==> config.mk <==
export PLATFORM = sky130hd
export DESIGN_NAME = cau_div_step
export DESIGN_NICKNAME = d
export VERILOG_FILES = /design/src/hw/rtl/cau_pkg.sv /design/src/hw/rtl/cau_div_step.sv
export SDC_FILE = /design/constraint.sdc
export NUM_CORES = 1
export LEC_CHECK = 0
export BUFFER_PORTS_ARGS = -buffer_cell sky130_fd_sc_hd__buf_2
export CAP_MARGIN = 0
export CORE_AREA = 2 2 313 315
export CTS_CLUSTER_SIZE = 25
export DETAILED_ROUTE_END_ITERATION = 12
export DIE_AREA = 0 0 315 317
export GPL_TIMING_DRIVEN = 0
export HOLD_SLACK_MARGIN = 0.02
export PLACE_DENSITY_LB_ADDON = 0.05
export SYNTH_ARGS = -nofsm -noshare
export SYNTH_HDL_FRONTEND = slang
export SYNTH_SLANG_ARGS = --single-unit
==> constraint.sdc <==
create_clock -name clk -period 5 [get_ports clk]
set_input_delay 1 -clock clk [delete_from_list [all_inputs] [get_ports clk]]
set_output_delay 1 -clock clk [all_outputs]
set_load 0.1 [all_outputs]
==> src/hw/rtl/cau_pkg.sv <==
// Shared types, codes and saturation helpers for the complex arithmetic unit.
`timescale 1ns / 1ps
package cau_pkg;

  localparam logic [2:0] OP_ADD = 3'd0;
  localparam logic [2:0] OP_SUB = 3'd1;
  localparam logic [2:0] OP_MUL = 3'd2;
  localparam logic [2:0] OP_DIV = 3'd3;
  localparam logic [2:0] OP_NEG = 3'd4;

  localparam logic [1:0] ST_OK   = 2'd0;
  localparam logic [1:0] ST_OVF  = 2'd1;
  localparam logic [1:0] ST_DIV0 = 2'd2;

  // quotient bits 32..0; the remainder holds the shifted dividend and D << 33
  localparam int QB = 33;
  localparam int DW = 98;

  localparam logic signed [31:0] S32_MAX = 32'sh7FFFFFFF;
  localparam logic signed [31:0] S32_MIN = 32'sh80000000;

  typedef struct packed {
    logic [2:0]         opcode;
    logic signed [31:0] a_real;
    logic signed [31:0] a_imag;
    logic signed [31:0] b_real;
    logic signed [31:0] b_imag;
  } cmd_t;

  typedef struct packed {
    logic signed [31:0] result_real;
    logic signed [31:0] result_imag;
    logic [1:0]         status;
  } res_t;

  typedef struct packed {
    logic [DW-1:0] rem;
    logic [QB-1:0] quo;
    logic          neg;
    logic          big;
  } div_lane_t;

  typedef struct packed {
    logic      valid;
    logic      is_div;
    res_t      early;
    logic [63:0] d;
    div_lane_t lane_r;
    div_lane_t lane_i;
  } div_pipe_t;

  // {overflow, saturated value}
  function automatic logic [32:0] sat_s33(input logic signed [32:0] v);
    logic [32:0] r;
    if (v > 33'sh07FFFFFFF) r = {1'b1, S32_MAX};
    else if (v < -33'sh080000000) r = {1'b1, S32_MIN};
    else r = {1'b0, v[31:0]};
    return r;
  endfunction

  function automatic logic [32:0] sat_s65(input logic signed [64:0] v);
    logic [32:0] r;
    if (v > 65'sh07FFFFFFF) r = {1'b1, S32_MAX};
    else if (v < -65'sh080000000) r = {1'b1, S32_MIN};
    else r = {1'b0, v[31:0]};
    return r;
  endfunction

endpackage

==> src/hw/rtl/cau_div_step.sv <==
// One registered restoring-division step, both result parts side by side.
`timescale 1ns / 1ps
module cau_div_step import cau_pkg::*; #(
  parameter int STEP = 0
) (
  input  logic      clk,
  input  logic      rst,
  input  div_pipe_t pipe_in,
  output div_pipe_t pipe_out
);

  logic [DW-1:0] dsh;
  div_lane_t     r_next, i_next;

  assign dsh = DW'(pipe_in.d) << STEP;

  always_comb begin
    r_next = pipe_in.lane_r;
    i_next = pipe_in.lane_i;
    if (pipe_in.lane_r.rem >= dsh) begin
      r_next.rem       = pipe_in.lane_r.rem - dsh;
      r_next.quo[STEP] = 1'b1;
    end
    if (pipe_in.lane_i.rem >= dsh) begin
      i_next.rem       = pipe_in.lane_i.rem - dsh;
      i_next.quo[STEP] = 1'b1;
    end
  end

  always_ff @(posedge clk) begin
    if (rst) pipe_out.valid <= 1'b0;
    else pipe_out.valid <= pipe_in.valid;
    pipe_out.is_div <= pipe_in.is_div;
    pipe_out.early  <= pipe_in.early;
    pipe_out.d      <= pipe_in.d;
    pipe_out.lane_r <= r_next;
    pipe_out.lane_i <= i_next;
  end

endmodule

==> results.yml <==
floorplanning:
  initial_core_util_pct: 20.7
  fp-row-count: 114
  io_pins: 798
  die_w_um: 315
  fp.dieH_um: 317
  core_area_um2: 96300
  die_area_um2: 99900
final_layout:
  largest_register: "pipe_out"
  post-route-cell-area_um2: 27300
  layout_commonest_cell: "buf_2"
  final_cell_mix: "802 x buf_2, 398 x dfxtp_1, 281 x a21oi_1, 242 x nor2_1, 214 x nand2_1"
  ff_latch_area_um2: 7970
  fin_nets: 3765
  top_regs: "pipe_out x398"
  multi_input_area_um2: 11100
  nFillCells: 10700
  layout-drive-gt1-share_pct: 28.3
  largest_reg_flops: 398
  syn_to_final_growth_pct: 36.6
placed_design:
  dp_hpwl_um: 98400
  place_area_um2: 25500
  io_buffers: 792
  globalplace.congestion: 0.864
power_and_ir_drop:
  ir_drop_mv: 0.253
  leakage_nw: 12.2
  power_density_nw_per_um2: 451
setup_path:
  worstPathArrival_ns: 5.34
  worstPathRequired_ns: 5.51
  worstSetupEndpoint: "pipe_out[244]"
  crit_fanout: 8
  critPathKind: "in -> reg"
  cp-end-kind: "register"
  setup.worst_path.start: "pipe_in[283]"
  worstSetupStartpointType: "input port"
global_route:
  grt_pass1_wl_um: 155000
  grt_overflow: 0
  grt_pass1_vias: 21600
  use_met3_pct: 5.46
  grt_max_degree: 14
  met2_usage_pct: 37.8
  grt.total_usage_pct: 21.6
  use_met1_pct: 25.7
  grt-busiest-layer: "met2"
  grt_antenna_before_repair: 38
clock_tree:
  cts_root_buf: "clkbuf_16"
  cts_buffers: 49
  cts-hold-fix-buffers: 0
  h-tree-depth: 2
  clock_sinks: 398
  cts_tree: "yes"
  clkSlewWorstSetupHoldPaths_ns: 0.06
  cts_max_path_buffers: 3
  cts_setup_buffers: 0
timing:
  whs_ns: 0.465
  finalCritPeriodShare_pct: 96.7
  fmax_mhz: 207
  period_needed_ns: 4.84
  setup_viol: 0
  slew_violations: 0
  worstMarginPinSlew_ns: 1.15
  finalHoldViolCount: 0
  slew-limit-headroom_pct: 22.8
logic_synthesis:
  synthArstFlopShare_pct: 0
  yosysUniqueCellTypes: 78
  netlist_area_um2: 19900
  postSynthCellCount: 2392
  synth_edf_count: 0
  ys_seq_elements: 398
  yosysSeqAreaShare_pct: 39.9
  syn_nets: 2922
  avgSynthCellArea_um2: 8.34
  synth-main-ff-cell: "dfxtp_1"
  yosysWarnings: 0
drt:
  drc: 0
  drt_iter0_drc: 1288
  viasPerCell: 4.65
  drtAntennaViolNets: 0
  wire_per_inst_um: 25.0
  drt-total-wl_um: 114000
  vias: 21200
  first_pass_iters: 5
flow_run:
  maxCapViolations: 0
outcome:
  status: "finished clean"
worst_hold_path:
  min-delay-path-class: "in -> reg"
## power by group
group          total (W)  switching, W  internal, W
logic            0.00491       0.00404     0.000871
registers        0.00365      0.000110      0.00354
clock network    0.00374       0.00152      0.00221
total             0.0123       0.00567      0.00662
## worst min-delay path by stage
| stage | to | start | depth (start not counted) |
|---|---|---|---|
| 2_1_floorplan | pipe_out[0] | pipe_in[0] | 0 |
| 3_3_place_gp | pipe_out[18] | pipe_in[18] | 1 |
| 3_5_place_dp | pipe_out[6] | pipe_in[6] | 1 |
| 4_1_cts | pipe_out[14] | pipe_in[14] | 1 |
| 5_1_grt | pipe_out[16] | pipe_in[16] | 1 |
| 6_report | pipe_out[14] | pipe_in[14] | 1 |
## per-stage QoR
stage	setup TNS [ns]	util [%]	instances	setup WS, ns	total power, W
2_1_floorplan	0	-	2392	0.959	0.00740
3_3_place_gp	-76.40	26.5	4460	-1.23	0.00865
3_5_place_dp	-71.07	26.5	4460	-1.23	0.00864
4_1_cts	0	28.2	4545	0.0334	0.0125
5_1_grt	-0.00518	28.3	4553	-0.00518	0.0128
6_report	0	28.3	4558	0.164	0.0123
## synthesized netlist by cell type, types with 3 or more instances
| master | instances | area [um^2] |
|---|---|---|
| nand3_1 | 48 | 240 |
| a211oi_1 | 23 | 173 |
| o21ai_0 | 145 | 726 |
| dfxtp_1 | 398 | 7970 |
| nand3b_1 | 5 | 37.5 |
| nand4b_1 | 4 | 35.0 |
| o21bai_1 | 25 | 188 |
| nor3_1 | 61 | 305 |
| or4_1 | 14 | 105 |
| o21a_1 | 19 | 143 |
| a21boi_0 | 6 | 45.0 |
| xor2_1 | 84 | 736 |
| and4_1 | 9 | 78.8 |
| and2_1 | 6 | 37.5 |
| clkbuf_1 | 98 | 368 |
| o22ai_1 | 3 | 18.8 |
| inv_1 | 103 | 387 |
| or2_2 | 11 | 68.8 |
| nand2b_1 | 17 | 106 |
| xnor2_1 | 100 | 876 |
| nor3b_1 | 4 | 30.0 |
| nand4_1 | 72 | 450 |
| nor4_1 | 34 | 213 |
| o2111ai_1 | 4 | 35.0 |
| buf_2 | 10 | 50.1 |
| and3_1 | 10 | 62.6 |
| buf_6 | 5 | 56.3 |
| nor2_1 | 242 | 908 |
| o31ai_1 | 15 | 113 |
| ha_1 | 128 | 1600 |
| a221oi_1 | 9 | 78.8 |
| a21o_1 | 41 | 308 |
| o41ai_1 | 3 | 26.3 |
| nor2b_1 | 12 | 75.1 |
| o21ai_1 | 4 | 20.0 |
| or3_1 | 28 | 175 |
| a211o_1 | 4 | 35.0 |
| a41oi_1 | 3 | 26.3 |
| nand2_1 | 214 | 803 |
| a2111oi_0 | 7 | 61.3 |
| o211ai_1 | 17 | 128 |
| a21oi_1 | 281 | 1410 |
| a31oi_1 | 17 | 106 |
| nor4b_1 | 5 | 43.8 |
## cells by family (layout without fill, tap and decap cells)
group                      after synthesis  count (layout)  share of synthesized area (%)
AOI/OAI and AO/OA                      650             650                           19.6
and+or+nand+nor                        809             809                           19.6
DFF                                    398             398                           39.9
muxes                                    4               4                          0.238
buffers and inverters                  217            1094                           4.33
adders and majority gates              130             130                           8.23
xor gates and xnor gates               184             184                           8.08
other                                    0              13                              0
## critical path: stages
cell and delay, ns:
buf_2 0.09, inv_1 0.14, ha_1 0.32, clkbuf_1 0.31, nand4_1 0.25, nor4_2 0.68, or4b_2 0.71, nand4_1 0.15
o21ai_0 0.42, o21ai_4 0.51, a21oi_1 0.31, nor3b_1 0.29, xor2_1 0.16
## layout make-up
cell class	count	share of cell area [%]
antenna	13	0.119
buffer	113	1.76
clock buffer	62	5.05
clock inverter	23	1.09
inverter	104	1.43
multi-input combinational	1777	40.9
sequential	398	29.2
tap	1276	5.86
timing repair buffer	792	14.5
## layer usage
metal  up-vias  share of wire, %
met5         -              0.19
met4        30               3.2
met3       163               7.1
met2       766                49
met1     10000                41
li1      10200                 -
## repair_timing
item	4_1_cts	5_1_grt
gates resized for setup	7	4
pin swaps	0	0
endpoints found under the setup margin	57	36
(Power assumes the default switching activity.)
