File: config.mk
export PLATFORM = sky130hd
export DESIGN_NAME = cau_back
export DESIGN_NICKNAME = d
export VERILOG_FILES = /design/src/hw/rtl/cau_pkg.sv /design/src/hw/rtl/cau_back.sv
export SDC_FILE = /design/constraint.sdc
export NUM_CORES = 1
export LEC_CHECK = 0
export BUFFER_PORTS_ARGS = -buffer_cell sky130_fd_sc_hd__buf_2
export CAP_MARGIN = 20
export CORE_AREA = 4 4 179 181
export DETAILED_ROUTE_END_ITERATION = 6
export DIE_AREA = 0 0 183 185
export PLACE_DENSITY_LB_ADDON = 0.05
export SLEW_MARGIN = 20
export SYNTH_ARGS = -nofsm -noshare
export SYNTH_HDL_FRONTEND = slang
export SYNTH_SLANG_ARGS = --single-unit
File: constraint.sdc
create_clock -name clk -period 2.7 [get_ports clk]
set_input_delay 0.54 -clock clk [delete_from_list [all_inputs] [get_ports clk]]
set_output_delay 0.54 -clock clk [all_outputs]
set_load 0.01 [all_outputs]
File: src/hw/rtl/cau_pkg.sv
// Shared types, codes and saturation helpers for the complex arithmetic unit.
`timescale 1ns / 1ps
package cau_pkg;

  localparam logic [2:0] OP_ADD = 3'd0;
  localparam logic [2:0] OP_SUB = 3'd1;
  localparam logic [2:0] OP_MUL = 3'd2;
  localparam logic [2:0] OP_DIV = 3'd3;
  localparam logic [2:0] OP_NEG = 3'd4;

  localparam logic [1:0] ST_OK   = 2'd0;
  localparam logic [1:0] ST_OVF  = 2'd1;
  localparam logic [1:0] ST_DIV0 = 2'd2;

  // quotient bits 32..0; the remainder holds the shifted dividend and D << 33
  localparam int QB = 33;
  localparam int DW = 98;

  localparam logic signed [31:0] S32_MAX = 32'sh7FFFFFFF;
  localparam logic signed [31:0] S32_MIN = 32'sh80000000;

  typedef struct packed {
    logic [2:0]         opcode;
    logic signed [31:0] a_real;
    logic signed [31:0] a_imag;
    logic signed [31:0] b_real;
    logic signed [31:0] b_imag;
  } cmd_t;

  typedef struct packed {
    logic signed [31:0] result_real;
    logic signed [31:0] result_imag;
    logic [1:0]         status;
  } res_t;

  typedef struct packed {
    logic [DW-1:0] rem;
    logic [QB-1:0] quo;
    logic          neg;
    logic          big;
  } div_lane_t;

  typedef struct packed {
    logic      valid;
    logic      is_div;
    res_t      early;
    logic [63:0] d;
    div_lane_t lane_r;
    div_lane_t lane_i;
  } div_pipe_t;

  // {overflow, saturated value}
  function automatic logic [32:0] sat_s33(input logic signed [32:0] v);
    logic [32:0] r;
    if (v > 33'sh07FFFFFFF) r = {1'b1, S32_MAX};
    else if (v < -33'sh080000000) r = {1'b1, S32_MIN};
    else r = {1'b0, v[31:0]};
    return r;
  endfunction

  function automatic logic [32:0] sat_s65(input logic signed [64:0] v);
    logic [32:0] r;
    if (v > 65'sh07FFFFFFF) r = {1'b1, S32_MAX};
    else if (v < -65'sh080000000) r = {1'b1, S32_MIN};
    else r = {1'b0, v[31:0]};
    return r;
  endfunction

endpackage

File: src/hw/rtl/cau_back.sv
// Output stage: quotient sign and saturation, result select.
`timescale 1ns / 1ps
module cau_back import cau_pkg::*; (
  input  logic      clk,
  input  logic      rst,
  input  div_pipe_t pipe_in,
  output logic      done,
  output res_t      result
);

  logic [32:0] qr, qi;
  res_t        res_next;

  function automatic logic [32:0] fin(input div_lane_t l);
    logic [32:0] r;
    if (l.neg) begin
      if (l.big || l.quo > 33'h080000000) r = {1'b1, S32_MIN};
      else r = {1'b0, ~l.quo[31:0] + 32'd1};
    end else begin
      if (l.big || l.quo > 33'h07FFFFFFF) r = {1'b1, S32_MAX};
      else r = {1'b0, l.quo[31:0]};
    end
    return r;
  endfunction

  always_comb begin
    qr = fin(pipe_in.lane_r);
    qi = fin(pipe_in.lane_i);
    res_next = pipe_in.early;
    if (pipe_in.is_div) begin
      res_next.result_real = qr[31:0];
      res_next.result_imag = qi[31:0];
      res_next.status      = (qr[32] || qi[32]) ? ST_OVF : ST_OK;
    end
  end

  always_ff @(posedge clk) begin
    if (rst) done <= 1'b0;
    else done <= pipe_in.valid;
    result <= res_next;
  end

endmodule

==> impl_results.md, run 1 <==
* Outcome: completed
* Antenna Cells at 0
* Die Area at around 34000 um^2
* Int Pwr at a little over 2 mW
* Total GRT Usage at 15.64%
* Largest net degree at the start of global routing at 57
* Crit Path Max Fanout at 3
* Post-Syn Area at 4477 um^2
* Worst-margin pin slew at ~0.84 ns
* Layout cells sized above 1 at 42.41%
* Sequential share of power at approximately 36%
* Finished Core Util at between 20% and 30%
* Setup violators final at 0
* Clock Tree Buf Depth at 2
* Min-Delay Path Depth at 2
* Router iterations before antenna repair at 5
* Post-route non-filler standard cell count at around 1300
* Max VDD drop at 0.2205 mV
* Simple-gate share of the synthesized area at between 30% and 40%
* Mapped Cells at ~600
* Post-synthesis xor/xnor area fraction at under 10%
* Max cap viols at 0
* Crit path buffers/inverters at 3
* Final Critical Period at approximately 2.6 ns
* CP top delay family: simple AND/OR/NAND/NOR gates
* Async set-reset flop share out of synthesis at 0%
* Worst setup margin at 0.08537 ns
* # DRC at 0
* Slowest cell on the critical path: or4_4
* HPWL Detailed at 22030 um
* Crit-path cells: buf_2 -> inv_2 -> ha_2 -> or3b_4 -> or4_4 -> buf_4 -> or4_4 -> a21oi_2 -> o21ai_1 -> a31oi_1
* Synthesis warning total at 0
* Worst hold endpoint: done
* RePlAce Congestion at between 0.8 and 0.9
* Number of synthesized flops with an enable pin at 0
* Top Ports at roughly 470
* RSZ-0062 raised after global routing: false
* Htree depth at 3
* Final worst-path cycle share at a little under 100%
* Initial Util at approximately 15%
* Startpoint Class: primary input
* Share of the yosys chip area belonging to registers at roughly 30%
* First-pass GRT wire length at between 30000 and 40000 um
* Proportion of synthesized area in mux cells at 1.593%
* Switching pwr at just over 1 mW
* Gate power share at 26.4%
* CP peak stage delay at around 0.56 ns
* Clock transition at path regs at roughly 0.060 ns
* CP Depth at 10
* Vias in the first global route at between 6000 and 7000
* Vias per cell at 4.580
* Hold Vio Cnt, Final at 0
* Area grow syn2layout at 60.09%
* Top cell by count, worst path: or4_4
* Hold Path Class: primary input to flip-flop
* Final Instance Area at between 7000 and 8000 um^2
* Hold_ws at 0.3478 ns
* Slew headroom at about 44%
* Root Buffer: clkbuf_16
* Adder-Cell Fraction of Synth Area at under 10%
* Total gr overflow at 0
* Highest clock rate at 0.3825 GHz
* Post-CTS Setup Inserts at 0
* Drt initial violations at between 400 and 500
* Sw Share at between 30 and 40%
* Post-synth cell types at 70
* WS Path Type: primary input to flip-flop
* Largest family of logic cells by synthesized area: simple AND/OR/NAND/NOR gates
* Die Ht at between 150 and 200 um
* Top_reg_cell synth: dfxtp_1
* Chip Width at 183 um
* Post-DP Area at slightly below 7000 um^2
* P per Cell Area at 425.8 nW/um^2
* Clock sinks at 67
* Leak Pwr at between 2 and 3 nW
* Number of synthesized register bits at 67
* Cell total after placement at about 1300
* IO buf count at 206
* Post-route ant nets at 0
* Clock power frac at 37.4%
* Hold wc startpoint: rst
* Hold buffers post-CTS at 0
* Slew Limit Fails at 0
* Number of cell rows at 64
* Average size of a mapped cell at about 7.6 um^2
* Place WS at -0.3241 ns
* Syn nets at 992
* Initial antenna violation count at 4
* Layout Nets at 1302
* CTS Buf Count at 9
* CP endpoint kind: flip-flop
* DR vias at around 6000
* Data required time of the worst path at ~3 ns
* Complex-gate fraction of the synthesized area at approximately 30%
* WL per Instance at between 20 and 25 um
* CP Data Arrival Time at 2.89 ns
* WL final at 27100 um
* CTS tree: done
* Core Footprint at between 30000 and 40000 um^2
[metrics by stage]
stage | setup TNS, ns | total power [mW]
final | 0 | 3.052
after global routing | 0 | 3.242
after CTS | 0 | 3.134
after detailed placement | -3.522 | 1.940
after global placement | -4.775 | 1.945
after floorplan | 0 | 1.427
[timing repair]
| action | in CTS | in global routing |
|---|---|---|
| setup endpoints to repair | 0 | 5 |
| endpoints found under the hold margin | 0 | 0 |
| gates resized for setup | 0 | 6 |
[sequential cells by signal (all words and copies together) (netlist names)]
signal / count
done: 1
result: 66
[cells by family after synthesis]
family | after synthesis
and+or+nand+nor | 245
AOI/OAI and AO/OA | 198
DFF | 67
buffers and inverters | 56
xor gates and xnor gates | 11
muxes | 7
adders and majority gates | 4
[synthesized netlist by cell type, types with 4 or more instances]
| cell | instances | area share, % |
|---|---|---|
| or4_4 | 4 | 1.0 |
| nand3_1 | 11 | 1.2 |
| a211oi_1 | 5 | 0.84 |
| a31oi_1 | 20 | 2.8 |
| mux2i_1 | 6 | 1.3 |
| o32a_1 | 4 | 0.89 |
| o211ai_1 | 5 | 0.84 |
| o21ai_0 | 37 | 4.1 |
| nand2_1 | 23 | 1.9 |
| inv_1 | 17 | 1.4 |
| o2bb2ai_1 | 10 | 2.0 |
| nor2b_1 | 5 | 0.70 |
| or2_2 | 4 | 0.56 |
| xnor2_1 | 8 | 1.6 |
| clkbuf_1 | 34 | 2.9 |
| or4_1 | 13 | 2.2 |
| o2111ai_1 | 5 | 0.98 |
| or3_1 | 13 | 1.8 |
| o22ai_1 | 7 | 0.98 |
| nor3_1 | 34 | 3.8 |
| dfxtp_1 | 67 | 30 |
| nand4_1 | 20 | 2.8 |
| nor4_1 | 14 | 2.0 |
| ha_1 | 4 | 1.1 |
| a21boi_0 | 7 | 1.2 |
| a311oi_1 | 5 | 0.98 |
| nor2_1 | 74 | 6.2 |
| a21oi_1 | 48 | 5.4 |
| nand2b_1 | 4 | 0.56 |
| o221ai_1 | 4 | 0.78 |
[cell type report]
| class | count | area (um^2) |
|---|---|---|
| Tap cell | 396 | 495.5 |
| Clock inverter | 7 | 43.79 |
| Fill cell | 3465 | 23260 |
| Sequential cell | 67 | 1341 |
| Inverter | 17 | 63.81 |
| Clock buffer | 9 | 225.2 |
| Multi-Input combinational cell | 465 | 2950 |
| Timing Repair Buffer | 338 | 2047 |
[routing by layer]
layer | track usage (%) | routed length [um]
met1 | 23.86 | 14160
met2 | 21.35 | 10550
met3 | 4.969 | 2128
met4 | 2.980 | 224
met5 | 0 | 32
[how the worst max path moves through the flow]
stage,from,endpoint,slack [ns]
2_1_floorplan,pipe_in[135],result[56],0.007
3_3_place_gp,pipe_in[135],result[52],-0.34
3_5_place_dp,pipe_in[135],result[52],-0.32
4_1_cts,pipe_in[135],result[52],0.04
5_1_grt,pipe_in[135],result[52],0.006
6_report,pipe_in[135],result[52],0.09
[power by group through the flow]
| stage | combinational (mW) | sequential, mW | clock (mW) |
|---|---|---|---|
| final | 0.805 | 1.11 | 1.14 |
| after detailed placement | 0.813 | 1.13 | 0 |
| after floorplan | 0.257 | 1.17 | 0 |
| after CTS | 0.818 | 1.11 | 1.21 |
| after global placement | 0.817 | 1.13 | 0 |
| after global routing | 0.886 | 1.11 | 1.24 |
[cells in the final DEF, fill, tap and decap left out, drive strengths merged, types with 4 or more instances in the layout]
cell / instances
nand3: 11
o221ai: 4
or4: 17
o211ai: 6
nor2: 74
nor2b: 5
or2: 6
o21ai: 40
o22ai: 7
nor4: 18
nor3: 35
clkbuf: 9
clkinv: 4
ha: 4
buf: 338
a21oi: 48
nand2: 23
o2111ai: 5
a211oi: 5
nand4: 21
dfxtp: 67
or3: 14
a31oi: 20
a311oi: 5
inv: 18
o32a: 4
xnor2: 8
a21boi: 7
nand2b: 4
mux2i: 6
o2bb2ai: 10
No activity file was read; power rests on OpenSTA's default activity.
==> run 2: changes to the inputs <==
Settings changed: PLACE_DENSITY_LB_ADDON 0.05 to 0.25.
==> impl_results.md, run 2 (synthesized netlist as in run 1, its figures left out) <==
* Largest net degree at the start of global routing at 55 (-3.5%)
* WL per Instance at 20.33 um (-2.5%)
* Top Ports at 467 (unchanged)
* Startpoint Class: primary input
* Layout Nets at 1294 (-0.61%)
* Slew Limit Fails at 0 (unchanged)
* Vias per cell at 4.571 (-0.20%)
* Number of cell rows at 64 (unchanged)
* Max reg flops at 66 (unchanged)
* Die Area at 33860 um^2 (unchanged)
* WS Path Type: primary input to flip-flop
* Htree depth at 3 (unchanged)
* Layout cells sized above 1 at 41.79% (-0.63 points)
* Clock Tree Buf Depth at 2 (unchanged)
* # DRC at 0 (unchanged)
* Hold Vio Cnt, Final at 0 (unchanged)
* Cell total after placement at 1275 (-0.62%)
* Final Instance Area at 7197 um^2 (+0.42%)
* Hold_ws at 0.3705 ns (+0.02270 ns)
* Initial antenna violation count at 6 (+2)
* DR vias at 5920 (-0.50%)
* Total power at 3.273 mW (+7.3%)
* Post-route non-filler standard cell count at 1295 (-0.31%)
* Worst setup margin at 0.07476 ns (-0.01061 ns)
* Clock transition at path regs at 0.07 ns (about the same)
* Setup tns final at 0 ns (unchanged)
* Hold buffers post-CTS at 0 (unchanged)
* Slew headroom at 50.50% (+6.6 points)
* First-pass GRT wire length at 38180 um (-4.0%)
* CP endpoint kind: flip-flop
* Clock sinks at 67 (unchanged)
* Post-route ant nets at 0 (unchanged)
* Hold Path Class: primary input to flip-flop
* Place WS at -0.3023 ns (+0.02184 ns)
* HPWL Detailed at 21280 um (-3.4%)
* Most common cell after layout, fill and taps aside: buf_2
* Commonest non-fill, non-tap cells in the layout: buf_2 (206), buf_4 (121), nor2_1 (74)
* RePlAce Congestion at 0.8731 (+4.2%)
* Data required time of the worst path at 2.93 ns (-0.04 ns)
* Largest Register: result
* Drt initial violations at 386 (-7.9%)
* Finished Core Util at 23.65% (+0.099 points)
* P per Cell Area at 454.8 nW/um^2 (+6.8%)
* Leak Pwr at 2.940 nW (about the same)
* Worst-margin pin slew at 0.7398 ns (-0.09834 ns)
* Router iterations before antenna repair at 5 (unchanged)
* Total GRT Usage at 14.99% (-0.65 points)
* Final worst-path cycle share at 97.23% (+0.39 points)
* Crit Path Max Fanout at 4 (+1)
* IO buf count at 206 (unchanged)
* CP Data Arrival Time at 2.86 ns (-0.03 ns)
* Max VDD drop at 0.2654 mV (+20%)
* Max cap viols at 0 (unchanged)
* Root Buffer: clkbuf_16
* Biggest regs: result x66, done x1
* WL final at 26330 um (-2.8%)
* Highest clock rate at 0.3809 GHz (-0.40%)
* Core Footprint at 30430 um^2 (unchanged)
* Total gr overflow at 0 (unchanged)
* Initial Util at 14.71% (unchanged)
* Vias in the first global route at 5936 (-3.3%)
* CTS tree: done
* Setup violators final at 0 (unchanged)
* Final Critical Period at 2.625 ns (+0.01061 ns)
* Area grow syn2layout at 60.76%
* CTS Buf Count at 9 (unchanged)
* Post-DP Area at 6832 um^2 (-0.69%)
* Die Ht at 185 um (unchanged)
* RSZ-0062 raised after global routing: false
* Outcome: completed
* Chip Width at 183 um (unchanged)
[run 2: cell types whose count changed in the layout (fill, tap and decap cells not counted), moves of 2 or more]
cell / delta
buf_4: -9
clkinv_2: -3
diode_2: +4
bufinv_16: +2
o21ai_1: -2
[run 2: worst max-delay path, cell delays in order]
cell      delay [ns]
buf_2           0.12
inv_2           0.05
ha_2            0.18
or3b_4          0.42
or4_4           0.59
nor4_4          0.29
mux2_2          0.37
a221oi_2        0.24
nor2_1          0.06
[run 2: area by class of cell]
cell class,count,area [um^2]
timing repair buffer,330,1999
inverter,17,63.81
clock inverter,6,88.84
fill,3448,23230
antenna,4,10.01
clock buffer,10,239.0
tap,396,495.5
sequential,67,1341
multi-input combinational,465,2959
[run 2: final timing paths]
check | startpoint | endpoint | slack (ns) | depth (start not counted)
max | pipe_in[136] | result[56] | 0.07 | 9
min | rst | done | 0.37 | 2
[run 2: metal layers]
| layer | part of all wire (%) | vias to the layer above | routed length (um) | GRT usage, % |
|---|---|---|---|---|
| met2 | 41 | 279 | 10670 | 21.79 |
| met4 | 1.4 | 8 | 375 | 2.682 |
| met1 | 46 | 2726 | 12020 | 20.20 |
| met3 | 12 | 30 | 3209 | 7.522 |
| met5 | 0.19 | - | 50 | 0 |
| li1 | - | 2877 | - | - |
[run 2: repair_timing]
item                       CTS  global route
setup endpoints to repair    0             3
gates resized for setup      0             4
buffers inserted             0             0
[run 2: power by group]
part | internal, mW | switching [mW]
sequential | 1.08 | 0.0315
combinational | 0.344 | 0.480
clock | 0.835 | 0.505
